==> config.mk <==
export PLATFORM = sky130hd
export DESIGN_NAME = encoder_delta_accumulator
export DESIGN_NICKNAME = d
export VERILOG_FILES = /design/src/design/eda_pkg.sv /design/src/design/encoder_delta_accumulator.sv
export SDC_FILE = /design/constraint.sdc
export NUM_CORES = 1
export LEC_CHECK = 0
export BUFFER_PORTS_ARGS = -buffer_cell sky130_fd_sc_hd__buf_2
export CORE_ASPECT_RATIO = 1.4
export CORE_MARGIN = 5
export CORE_UTILIZATION = 55
export CTS_BUF_LIST = sky130_fd_sc_hd__clkbuf_4 sky130_fd_sc_hd__clkbuf_8
export DETAILED_ROUTE_END_ITERATION = 10
export PLACE_DENSITY = 0.72
export SKIP_LAST_GASP = 1
export SLEW_MARGIN = 20
export SYNTH_ARGS = -nofsm -noshare
export SYNTH_HDL_FRONTEND = slang
export SYNTH_SLANG_ARGS = --single-unit
==> constraint.sdc <==
create_clock -name clk -period 6.23 [get_ports clk]
set_clock_uncertainty 0.2 [all_clocks]
set_input_delay 0 -clock clk [delete_from_list [all_inputs] [get_ports clk]]
set_output_delay 0 -clock clk [all_outputs]
set_load 0.01 [all_outputs]
==> src/design/eda_pkg.sv <==
// Package for the encoder delta accumulator: sequencer states, command codes,
// register indexes and fixed field widths. No dependencies.
`default_nettype none

package eda_pkg;

    localparam int SAMPLE_W    = 16;
    localparam int ELAPSED_W   = 32;
    localparam int CLICKS_W    = 16;
    localparam int SPEED_W     = 16;
    localparam int CFG_INDEX_W = 2;
    localparam int CFG_DATA_W  = 16;

    // Register indexes on the configuration port.
    localparam logic [CFG_INDEX_W-1:0] CFG_MAX_COUNT = 2'd0;
    localparam logic [CFG_INDEX_W-1:0] CFG_EXP_MODE  = 2'd1;

    localparam logic [CFG_DATA_W-1:0] MAX_COUNT_RESET = 16'hFFFF;
    localparam logic [SPEED_W-1:0]    SPEED_MAX       = 16'hFFFF;

    // Four counter steps make one detent.
    localparam int CLICK_SHIFT = 2;

    // Speed division: one range check step and one step per quotient bit.
    localparam int DIV_STEPS = SPEED_W + 1;
    localparam int STEP_W    = $clog2(DIV_STEPS);

    // Cubed output: any detent count of magnitude 32 or more saturates,
    // so the cube only ever sees six-bit signed operands.
    localparam int CUBE_W     = 6;
    localparam int CUBE_LIMIT = 32;
    localparam int CLICK_HI   = 32767;
    localparam int CLICK_LO   = -32768;

    typedef enum logic [1:0] {
        FUNC_START  = 2'd0,
        FUNC_STOP   = 2'd1,
        FUNC_SAMPLE = 2'd2,
        FUNC_READ   = 2'd3
    } eda_func_t;

    typedef enum logic [3:0] {
        ST_IDLE,
        ST_CLIP,
        ST_DIST,
        ST_WRAP,
        ST_ACC,
        ST_DIV,
        ST_QUOT,
        ST_SCALE,
        ST_CUBE,
        ST_FINISH
    } eda_state_t;

endpackage

`default_nettype wire

==> src/design/encoder_delta_accumulator.sv <==
// Top level of the encoder delta accumulator: command sequencer, shared
// shift-and-subtract divider and cube multiplier. Depends on eda_pkg.
`default_nettype none

// Channel   Direction  Handshake             Payload
// in        input      in_valid / in_ready   func, counter_sample, elapsed_ms
// out       output     out_valid / out_ready clicks, speed, running
// cfg       input      cfg_valid / cfg_ready cfg_index, cfg_data
//
// A read passes quotient, scale and, with the cube taken, cube; a running sample
// passes clip, distance, wrap and accumulate, then the speed division runs
// through one shared subtractor: a range check, then one quotient bit per cycle.
// Reset is asynchronous and active low; no clearing pass is needed.
// A finished result waits in the output register, so a stalled out channel
// holds at most one result there while the next item is already accepted.

module encoder_delta_accumulator
    import eda_pkg::*;
#(
    parameter int COUNT_WIDTH = 16,
    parameter int TOTAL_WIDTH = 32
)
(
    input  wire logic                        clk,
    input  wire logic                        rst_n,
    // Command channel
    input  wire logic                        in_valid,
    output logic                             in_ready,
    input  wire logic [1:0]                  func,
    input  wire logic [SAMPLE_W-1:0]         counter_sample,
    input  wire logic [ELAPSED_W-1:0]        elapsed_ms,
    // Result channel
    output logic                             out_valid,
    input  wire logic                        out_ready,
    output logic signed [CLICKS_W-1:0]       clicks,
    output logic [SPEED_W-1:0]               speed,
    output logic                             running,
    // Configuration channel
    input  wire logic                        cfg_valid,
    output logic                             cfg_ready,
    input  wire logic [CFG_INDEX_W-1:0]      cfg_index,
    input  wire logic [CFG_DATA_W-1:0]       cfg_data
);

    localparam int CW = COUNT_WIDTH;
    localparam int TW = TOTAL_WIDTH;
    // Bits of the sixteen-bit sample and limit that survive the count mask.
    localparam int MW = (CW < SAMPLE_W) ? CW : SAMPLE_W;
    // Width of the dividend (distance times 1000) and of the shifted divisor.
    localparam int PW = CW + 10;
    localparam int DW = ELAPSED_W + SPEED_W;
    localparam int RW = (PW > DW) ? PW : DW;
    // Accumulator sum width: room for the signed distance and one carry.
    localparam int SW = ((TW > CW + 1) ? TW : CW + 1) + 1;

    localparam logic signed [TW-1:0] TOT_MAX   = {1'b0, {(TW-1){1'b1}}};
    localparam logic signed [TW-1:0] TOT_MIN   = {1'b1, {(TW-1){1'b0}}};
    localparam logic signed [TW-1:0] CLICK_MAX = TW'(CLICK_HI);
    localparam logic signed [TW-1:0] CLICK_MIN = TW'(CLICK_LO);
    localparam logic signed [TW-1:0] CUBE_HI   = TW'(CUBE_LIMIT);
    localparam logic signed [TW-1:0] CUBE_LO   = TW'(-CUBE_LIMIT);
    localparam logic [STEP_W-1:0]    DIV_LAST  = STEP_W'(DIV_STEPS - 1);

    // Sequencer and kept state.
    eda_state_t state_reg, state_next;
    logic                   active_reg;
    logic [CW-1:0]          last_count_reg;
    logic signed [TW-1:0]   edge_total_reg;
    logic [SPEED_W-1:0]     speed_value_reg;
    logic [CFG_DATA_W-1:0]  max_count_reg;
    logic                   exp_mode_reg;
    logic                   out_valid_reg;

    // Working registers of the current item.
    logic [CW-1:0]              cur_reg;
    logic [CW-1:0]              prev_reg;
    logic [ELAPSED_W-1:0]       ms_reg;
    logic [CW-1:0]              direct_reg;
    logic                       up_reg;
    logic [CW-1:0]              dist_reg;
    logic                       fwd_reg;
    logic [RW-1:0]              rem_reg;
    logic [RW-1:0]              div_reg;
    logic [SPEED_W-1:0]         quot_reg;
    logic [STEP_W-1:0]          step_reg;
    logic signed [TW-1:0]       q_reg;
    logic signed [2*CUBE_W-1:0] sq_reg;
    logic signed [CLICKS_W-1:0] click_res_reg;
    logic signed [CLICKS_W-1:0] clicks_reg;
    logic [SPEED_W-1:0]         speed_reg;
    logic                       running_reg;

    logic out_load;

    // Limit and sample after the count mask.
    logic [CW-1:0] top_val;
    logic [CW-1:0] sample_val;

    assign top_val    = CW'(max_count_reg[MW-1:0]);
    assign sample_val = CW'(counter_sample[MW-1:0]);

    // Shortest way round the counter: direct or wrapped distance.
    logic [CW:0] modulus_val;
    logic [CW:0] wrapped_val;
    logic        take_direct;

    assign modulus_val = {1'b0, top_val} + (CW+1)'(1);
    assign wrapped_val = modulus_val - {1'b0, direct_reg};
    assign take_direct = ({1'b0, direct_reg} <= wrapped_val);

    // Saturating accumulation of the signed distance.
    logic signed [SW-1:0] dist_ext;
    logic signed [SW-1:0] delta_val;
    logic signed [SW-1:0] total_ext;
    logic signed [SW-1:0] sum_val;
    logic signed [SW-1:0] tot_max_ext;
    logic signed [SW-1:0] tot_min_ext;
    logic signed [TW-1:0] sum_sat;

    assign dist_ext    = {{(SW-CW){1'b0}}, dist_reg};
    assign delta_val   = fwd_reg ? dist_ext : (~dist_ext + SW'(1));
    assign total_ext   = {{(SW-TW){edge_total_reg[TW-1]}}, edge_total_reg};
    assign sum_val     = total_ext + delta_val;
    assign tot_max_ext = {{(SW-TW){1'b0}}, TOT_MAX};
    assign tot_min_ext = {{(SW-TW){1'b1}}, TOT_MIN};

    always_comb
    begin
        if (sum_val > tot_max_ext)
        begin
            sum_sat = TOT_MAX;
        end
        else if (sum_val < tot_min_ext)
        begin
            sum_sat = TOT_MIN;
        end
        else
        begin
            sum_sat = sum_val[TW-1:0];
        end
    end

    // Dividend distance * 1000 as 1024 - 16 - 8 times the distance, and the
    // divisor lined up for the range check that decides saturation.
    logic [RW-1:0] dist_wide;
    logic [RW-1:0] rate_prod;
    logic [RW-1:0] div_start;

    assign dist_wide = RW'(dist_reg);
    assign rate_prod = (dist_wide << 10) - (dist_wide << 4) - (dist_wide << 3);
    assign div_start = RW'({ms_reg, {SPEED_W{1'b0}}});

    // The shared subtractor of the divider.
    logic [RW:0] sub_val;
    logic        div_ge;

    assign sub_val = {1'b0, rem_reg} - {1'b0, div_reg};
    assign div_ge  = !sub_val[RW];

    // Read: quotient by four towards zero, and the signed remainder kept.
    logic signed [TW-1:0] edge_biased;
    logic signed [TW-1:0] q_val;
    logic signed [TW-1:0] rem_val;

    assign edge_biased = edge_total_reg
                       + {{(TW-2){1'b0}}, {2{edge_total_reg[TW-1]}}};
    assign q_val       = edge_biased >>> CLICK_SHIFT;
    assign rem_val     = edge_total_reg - (q_val <<< CLICK_SHIFT);

    // Click scaling: linear saturation or a two-step cube.
    logic signed [CUBE_W-1:0]   q_small;
    logic signed [2*CUBE_W-1:0] sq_val;
    logic signed [3*CUBE_W-1:0] cube_val;
    logic                       cube_sat;
    logic signed [CLICKS_W-1:0] linear_val;
    logic signed [CLICKS_W-1:0] cube_sat_val;

    assign q_small  = q_reg[CUBE_W-1:0];
    assign sq_val   = q_small * q_small;
    assign cube_val = sq_reg * q_small;
    assign cube_sat = (q_reg >= CUBE_HI) || (q_reg <= CUBE_LO);

    always_comb
    begin
        if (q_reg > CLICK_MAX)
        begin
            linear_val = CLICK_MAX[CLICKS_W-1:0];
        end
        else if (q_reg < CLICK_MIN)
        begin
            linear_val = CLICK_MIN[CLICKS_W-1:0];
        end
        else
        begin
            linear_val = q_reg[CLICKS_W-1:0];
        end

        if (q_reg[TW-1])
        begin
            cube_sat_val = CLICK_MIN[CLICKS_W-1:0];
        end
        else
        begin
            cube_sat_val = CLICK_MAX[CLICKS_W-1:0];
        end
    end

    // Next state and handshake outputs.
    always_comb
    begin
        state_next = state_reg;
        in_ready   = 1'b0;
        out_load   = 1'b0;

        case (state_reg)
            ST_IDLE:
            begin
                in_ready = 1'b1;
                if (in_valid)
                begin
                    case (eda_func_t'(func))
                        FUNC_START:  state_next = ST_FINISH;
                        FUNC_STOP:   state_next = ST_FINISH;
                        FUNC_SAMPLE: state_next = active_reg ? ST_CLIP : ST_FINISH;
                        default:     state_next = ST_QUOT;
                    endcase
                end
            end
            ST_CLIP:  state_next = ST_DIST;
            ST_DIST:  state_next = ST_WRAP;
            ST_WRAP:  state_next = ST_ACC;
            ST_ACC:   state_next = ST_DIV;
            ST_DIV:
            begin
                // The first step is the range check; a hit ends the division.
                if ((step_reg == '0 && div_ge) || step_reg == DIV_LAST)
                begin
                    state_next = ST_FINISH;
                end
            end
            ST_QUOT:  state_next = ST_SCALE;
            ST_SCALE:
            begin
                if (exp_mode_reg && !cube_sat)
                begin
                    state_next = ST_CUBE;
                end
                else
                begin
                    state_next = ST_FINISH;
                end
            end
            ST_CUBE:  state_next = ST_FINISH;
            ST_FINISH:
            begin
                // The previous result must have left the output register.
                if (!out_valid_reg || out_ready)
                begin
                    out_load   = 1'b1;
                    state_next = ST_IDLE;
                end
            end
            default:  state_next = ST_IDLE;
        endcase
    end

    always_ff @(posedge clk or negedge rst_n)
    begin
        if (!rst_n)
        begin
            state_reg <= ST_IDLE;
        end
        else
        begin
            state_reg <= state_next;
        end
    end

    // Kept state, configuration registers and output valid.
    always_ff @(posedge clk or negedge rst_n)
    begin
        if (!rst_n)
        begin
            active_reg      <= 1'b0;
            last_count_reg  <= '0;
            edge_total_reg  <= '0;
            speed_value_reg <= '0;
            max_count_reg   <= MAX_COUNT_RESET;
            exp_mode_reg    <= 1'b0;
            out_valid_reg   <= 1'b0;
        end
        else
        begin
            case (state_reg)
                ST_IDLE:
                begin
                    if (in_valid)
                    begin
                        case (eda_func_t'(func))
                            FUNC_START:
                            begin
                                // A start while already running changes nothing.
                                if (!active_reg)
                                begin
                                    active_reg      <= 1'b1;
                                    last_count_reg  <= '0;
                                    edge_total_reg  <= '0;
                                    speed_value_reg <= '0;
                                end
                            end
                            FUNC_STOP: active_reg <= 1'b0;
                            default:   ;
                        endcase
                    end
                end
                ST_ACC:
                begin
                    edge_total_reg <= sum_sat;
                    last_count_reg <= cur_reg;
                end
                ST_DIV:
                begin
                    if (step_reg == '0 && div_ge)
                    begin
                        speed_value_reg <= SPEED_MAX;
                    end
                    else if (step_reg == DIV_LAST)
                    begin
                        speed_value_reg <= {quot_reg[SPEED_W-2:0], div_ge};
                    end
                end
                ST_QUOT: edge_total_reg <= rem_val;
                default: ;
            endcase

            if (out_load)
            begin
                out_valid_reg <= 1'b1;
            end
            else if (out_ready)
            begin
                out_valid_reg <= 1'b0;
            end

            if (cfg_valid && cfg_ready)
            begin
                case (cfg_index)
                    CFG_MAX_COUNT: max_count_reg <= cfg_data;
                    CFG_EXP_MODE:  exp_mode_reg  <= cfg_data[0];
                    default:       ;
                endcase
            end
        end
    end

    // Working registers of the item in progress; no reset needed.
    always_ff @(posedge clk)
    begin
        case (state_reg)
            ST_IDLE:
            begin
                if (in_valid)
                begin
                    cur_reg       <= sample_val;
                    ms_reg        <= elapsed_ms;
                    click_res_reg <= '0;
                end
            end
            ST_CLIP:
            begin
                cur_reg  <= (cur_reg > top_val) ? top_val : cur_reg;
                prev_reg <= (last_count_reg > top_val) ? top_val : last_count_reg;
            end
            ST_DIST:
            begin
                up_reg     <= (cur_reg >= prev_reg);
                direct_reg <= (cur_reg >= prev_reg) ? cur_reg - prev_reg
                                                    : prev_reg - cur_reg;
            end
            ST_WRAP:
            begin
                // On a tie the direct distance wins.
                if (take_direct)
                begin
                    dist_reg <= direct_reg;
                    fwd_reg  <= up_reg;
                end
                else
                begin
                    dist_reg <= wrapped_val[CW-1:0];
                    fwd_reg  <= !up_reg;
                end
            end
            ST_ACC:
            begin
                rem_reg  <= rate_prod;
                div_reg  <= div_start;
                step_reg <= '0;
                quot_reg <= '0;
            end
            ST_DIV:
            begin
                div_reg  <= div_reg >> 1;
                step_reg <= step_reg + STEP_W'(1);
                quot_reg <= {quot_reg[SPEED_W-2:0], div_ge};
                if (div_ge)
                begin
                    rem_reg <= sub_val[RW-1:0];
                end
            end
            ST_QUOT: q_reg <= q_val;
            ST_SCALE:
            begin
                sq_reg <= sq_val;
                if (!exp_mode_reg)
                begin
                    click_res_reg <= linear_val;
                end
                else
                begin
                    click_res_reg <= cube_sat_val;
                end
            end
            ST_CUBE: click_res_reg <= cube_val[CLICKS_W-1:0];
            ST_FINISH:
            begin
                if (out_load)
                begin
                    clicks_reg  <= click_res_reg;
                    speed_reg   <= speed_value_reg;
                    running_reg <= active_reg;
                end
            end
            default: ;
        endcase
    end

    assign out_valid = out_valid_reg;
    assign clicks    = clicks_reg;
    assign speed     = speed_reg;
    assign running   = running_reg;
    assign cfg_ready = 1'b1;

endmodule

`default_nettype wire

Word-level counts from Yosys, hierarchy flattened
Cells that the tools add are included.
W data, S select, Z words.

cells by class
  magnitude comparators = 10
  multiply operators = 2
  reductions and logical operators = 34
  equal/unequal tests = 21
  muxes and demuxes = 45
  bitwise gates (word level) = 1
  add/subtract/negate cells = 12

operators by type and width
  cell                     count
  $mux W16                 15
  $pmux W48 S2             2
  $mux W32                 5
  $pmux W16 S2             3
  $pmux W32 S3             1
  $sub A48 B48 Y49         1
  $mux W48                 1
  $pmux W16 S3             1
  $pmux W4 S10             1
  $add A32 B33 Y33         1
  $add A33 B2 Y33 const B  1
  $gt A33 B32 Y1 const B   1
  $lt A33 B32 Y1 const B   1
  $mux W33                 1
  $not A16 Y33             1
  $add A32 B2 Y32          1
  $gt A16 B16 Y1           2
  $sub A16 B16 Y16         2
  $sub A32 B32 Y32         1
  $ge A30 B7 Y1 const B    1
  $gt A30 B16 Y1 const B   1
  $le A30 B6 Y1 const B    1
  $lt A30 B16 Y1 const B   1
  $pmux W15 S2             1
  other kinds (36)         78

storage, ports and cells
  register bits after elaboration = 392
  bits of input ports = 73
  word-level logic and storage cells = 150
  output and inout bits = 36

Longest topological paths before layout
  depth after elaboration = 8
  depth in mapped cells = 24
  mapped depth without buffers = 22

Worst setup path after synthesis
Ideal clock, no wire load.

  path type = reg2reg
  from = register state_reg[1]
  to = register edge_total_reg[26]
  data required time = 5,950 ps
  library setup time = 80 ps
  cell stages (with the launch flop) = 9
  buffers on the path = 1
  period minus slack after synthesis = 5,578 ps
  arrival time = 5,298 ps
  slack = 652 ps
  cell sequence = dfrtp_1 -> clkbuf_1 -> nor2_1 -> nand2_1 -> a21oi_2 -> inv_1 -> o31ai_1 -> o21ai_0 -> a2bb2oi_1

on the way
  word-level cells in the longest chain between the ends = 3
  elaborated cells on any way between the ends = 9
  those cells by class = eq/ne (5); mux (1); reduce/logical (3)

ends and longest elaborated chain
  element                                                              RTL line                          text
  from (decl)                                                          encoder_delta_accumulator.sv:65   eda_state_t state_reg, state_next;
  from (signal assigned)                                               encoder_delta_accumulator.sv:275  state_reg <= state_next;
  $eq A4 B3 Y1 / $logic_not A4 Y1 (equally long branches)              encoder_delta_accumulator.sv:294  case (state_reg)
  $reduce_bool A3 Y1 (no line) / $ne A2 B2 Y1 (equally long branches)  n/a
  $reduce_and A4 Y1 (no line)                                          n/a
  to (signal assigned)                                                 encoder_delta_accumulator.sv:318  edge_total_reg <= sum_sat;
  to (signal assigned)                                                 encoder_delta_accumulator.sv:332  ST_QUOT: edge_total_reg <= rem_val;
  to (decl)                                                            encoder_delta_accumulator.sv:68   logic signed [TW-1:0] edge_total_reg;

Parallel ways exist; a longest one is shown, timed or not.
A chain may end at the register's enable or synchronous reset.

Worst setup path in the final report
  from = register max_count_reg[1]
  to = register dist_reg[7], data pin

on the way
  word-level cells in the longest chain between the ends = 4

ends and longest elaborated chain
  element                 RTL line                          text
  from (decl)             encoder_delta_accumulator.sv:70   logic [CFG_DATA_W-1:0] max_count_reg;
  from (signal assigned)  encoder_delta_accumulator.sv:348  CFG_MAX_COUNT: max_count_reg <= cfg_data;
  $add A16 B1 Y17 *       encoder_delta_accumulator.sv:107  assign modulus_val = {1'b0, top_val} + (CW+1)'(1);
  $sub A17 B16 Y17 *      encoder_delta_accumulator.sv:108  assign wrapped_val = modulus_val - {1'b0, direct_reg};
  $le A16 B17 Y1          encoder_delta_accumulator.sv:109  assign take_direct = ({1'b0, direct_reg} <= wrapped_val);
  $mux W16 *              encoder_delta_accumulator.sv:383  if (take_direct)
  to (signal assigned)    encoder_delta_accumulator.sv:385  dist_reg <= direct_reg;
  to (signal assigned)    encoder_delta_accumulator.sv:390  dist_reg <= wrapped_val[CW-1:0];
  to (decl)               encoder_delta_accumulator.sv:80   logic [CW-1:0] dist_reg;

Mark *: on every way between the ends. The rest lies on a longest branch, timed or not.

==> results.py <==
metrics = {
    "outcome": {
        "status": "finished clean",
    },
    "worst_setup_path": {
        "path_delay_family": "compound AO/OA/AOI/OAI gates",
        "r2r_slack_ns": 0.48,
        "path_buf_inv": 3,
        "critPathCaptureType": "flip-flop",
        "crit_arrival_ns": 6.08,
        "cp_cell_sequence": "inv_1, ha_1, inv_1, ha_1, fa_1, a21o_1, a21oi_1, o21bai_1, a21oi_1, nor2b_1, o21a_1, or3_1, a2111o_1, a31o_1, a21oi_1, xor2_1, ha_1, nand4_1, or4_1, nand4_1, buf_4, mux2i_1",
        "worst-path-max-fanout": 10,
        "crit_slowest_cell": "dfstp_2",
        "cpPeakStageDelay_ns": 0.54,
        "r2r_start": "max_count_reg[1]",
        "start_kind": "flip-flop",
        "r2r-end": "dist_reg[7]",
        "reg2reg_depth": 22,
        "critical_path_class": "reg2reg",
        "cp.required_ns": 6.56,
    },
    "clock_tree": {
        "tritoncts": "done",
        "cts_made_buffers": 61,
        "cts_root_buf": "clkbuf_8",
        "max-clock-path-buffers": 3,
        "cts_sinks": 391,
        "cts_resized": 0,
        "clk_latency_ns": 0.72,
        "htreeDepth": 2,
        "path_clk_slew_ns": 0.06,
    },
    "min_path": {
        "hold_depth": 5,
        "min_from": "cfg_index[1]",
        "hold_end": "max_count_reg[6]",
        "holdCritPathClass": "in2reg",
    },
    "global_route": {
        "grt_use_total": 0.2606,
        "grt_pass1_wl_um": 128500,
        "grt_overflow_total": 0,
        "grt_pass1_vias": 25397,
        "grt_max_degree": 70,
        "antenna_found_initial": 1,
    },
    "die": {
        "start_util": 0.5537,
        "design.portCount": 109,
        "rows": 101,
        "fp.dieH_um": 286.1,
        "die_area_sq_um": 59280,
        "core_area_sq_um": 54090,
        "die-width_um": 207.2,
    },
    "finish": {
        "nets": 3766,
        "layout-drive-gt1-share": 0.1155,
        "area_growth_pct": 15.12,
        "fill_cells": 4335,
        "multi_input_area_sq_um": 17220,
        "final_core_util": 0.6374,
        "final_cells": 4106,
        "seq_area_sq_um": 11330,
    },
    "logic_synthesis": {
        "synth-compound-area-share": 0.1759,
        "syn_area_sq_um": 29950,
        "synth_common_cells": "edfxtp_1 (304), ha_1 (295), inv_1 (271)",
        "synth.most_common_cell": "edfxtp_1",
        "yosys.area.top_type_share": 0.3048,
        "synth_top_family_by_area": "compound AO/OA/AOI/OAI gates",
        "synth_edf_count": 304,
        "synth_fa_ha_area_frac": 0.1680,
        "synth_seq_area_share": 0.3782,
        "synth_seq_cells": 391,
        "post_synth.cell_area_avg_sq_um": 9.818,
        "async_reset_ff_frac": 0.2225,
        "ys.warnings.count": 0,
        "synthTopCellsByArea": "edfxtp_1 (30%), ha_1 (12%), dfrtp_1 (5.9%)",
        "synth_top_area_cell": "edfxtp_1",
        "ys.flop_type": "edfxtp_1",
        "synth-xor-area-share": 0.06844,
        "netlist_instances": 3050,
        "synthMuxAreaShare": 0.02432,
        "ys_types": 108,
        "synth_simple_gate_area_frac": 0.1357,
        "synth_fp_nets": 3485,
    },
    "route": {
        "ant_nets": 0,
        "postRouteWirelength_um": 78820,
        "drt_pre_antenna_iters": 6,
        "drt_iter0_markers": 1497,
        "routedWlPerCell_um": 19.20,
        "routed_via_density": 5.912,
        "route.detailed.drc": 0,
        "vias": 24276,
    },
    "timing": {
        "slew_viol_final": 0,
        "fin_crit_sh": 0.9230,
        "rsz0062_at_grt": "no",
        "period_minus_slack_ns": 5.750,
        "finalHoldViolations": 0,
        "slew_headroom": 0.3023,
        "tightest_slew_ns": 1.047,
        "finalSetupViolCount": 0,
        "fin_setup_tns_ns": 0,
        "fmax_mhz": 173.9,
    },
    "placement": {
        "dp.cells": 3813,
        "port_buffers": 107,
        "dp_hpwl_um": 56440,
        "place_congestion": 0.9377,
    },
    "power_and_ir_drop": {
        "vdd_ir_drop_max_mv": 0.3742,
        "leakagePower_nw": 15.06,
        "powerDensity_nw_per_um2": 587.6,
    },
    "job": {
        "cap_violations": 0,
    },
}
worst max path at each step:
stage / start / end / slack [ns] / cells past startpoint
6_report: max_count_reg[1] / dist_reg[7] / 0.48 / 22
5_1_grt: dist_reg[0] / rem_reg[47] / 0.003 / 18
4_1_cts: max_count_reg[1] / dist_reg[7] / 0.45 / 22
3_5_place_dp: max_count_reg[1] / dist_reg[7] / 0.46 / 22
3_3_place_gp: max_count_reg[1] / dist_reg[12] / 0.58 / 22
2_1_floorplan: state_reg[1] / edge_total_reg[26] / 0.65 / 8
worst min-delay path: stages:
cell and delay [ns]:
buf_2 0.09, nor3b_2 0.04, buf_4 0.22, o21ai_0 0.16, dlygate4sd3_1 0.55
where the power goes:
part / leakage [nW] / switching [mW] / internal (mW) / total (mW)
combinational: 10.5 / 7.43 / 5.46 / 12.9
sequential: 3.86 / 0.755 / 4.15 / 4.90
clock: 0.733 / 1.12 / 1.35 / 2.47
total: 15.1 / 9.30 / 11.0 / 20.3
routing by layer:
metal | vias to the layer above | share of wire | global-route usage
li1 | 11511 | - | -
met1 | 11792 | 0.38 | 0.2919
met2 | 755 | 0.53 | 0.4897
met3 | 218 | 0.043 | 0.03390
met4 | 0 | 0.050 | 0.1219
met5 | - | 0 | 0
layout make-up:
class,instances,area share
well taps,721,0.02617
diodes,1,0.00007259
inverters,281,0.03067
clock buffers,91,0.03288
multi-input cells,2277,0.4996
flip-flops and latches,391,0.3285
repair buffers,319,0.07469
clock inverters,25,0.007404
logic make-up (layout without fill, tap and decap cells):
logic type               Yosys count  in the layout
AO/OA/AOI/OAI                    792            792
XOR/XNOR                         234            234
adder cells (fa/ha/maj)          362            362
buffers and inverters            382            716
flip-flops                       391            391
multiplexers                      68             68
other                              2              3
AND/OR/NAND/NOR                  819            819
metrics by stage:
step / worst slack (ns) / cell area (sq um) / power (mW) / hold slack, ns
6_report: 0.4799 / 34470 / 20.26 / 0.2069
4_1_cts: 0.4474 / 34450 / 20.15 / 0.1287
5_1_grt: 0.002752 / 34470 / 22.00 / 0.2184
3_3_place_gp: 0.5825 / 31310 / 17.08 / -0.2795
2_1_floorplan: 0.6522 / 29950 / 14.54 / -0.4956
3_5_place_dp: 0.4579 / 31310 / 17.47 / -0.2743
cells in the final DEF, fill, tap and decap left out, drive strengths merged, types with 37 or more instances in the layout:
cell | synthesis | routed
nand3 | 44 | 44
inv | 278 | 280
nor3 | 44 | 44
xnor2 | 152 | 152
nor2b | 49 | 49
buf | 24 | 145
nand4 | 39 | 39
a21oi | 211 | 211
clkbuf | 77 | 91
xor2 | 82 | 82
edfxtp | 304 | 304
nand2 | 257 | 257
nand2b | 47 | 47
o21a | 40 | 40
a21o | 82 | 82
dlygate4sd3 | 0 | 174
mux2 | 38 | 38
and3 | 37 | 37
o21ai | 217 | 217
fa | 67 | 67
dfrtp | 71 | 71
nor2 | 179 | 179
and2 | 53 | 53
ha | 295 | 295
repair_timing:
action / in CTS / in global routing
hold endpoints to repair: 199 / 0
buffers inserted: 0 / 0
hold buffers: 175 / 0
(Power assumes the default switching activity.)
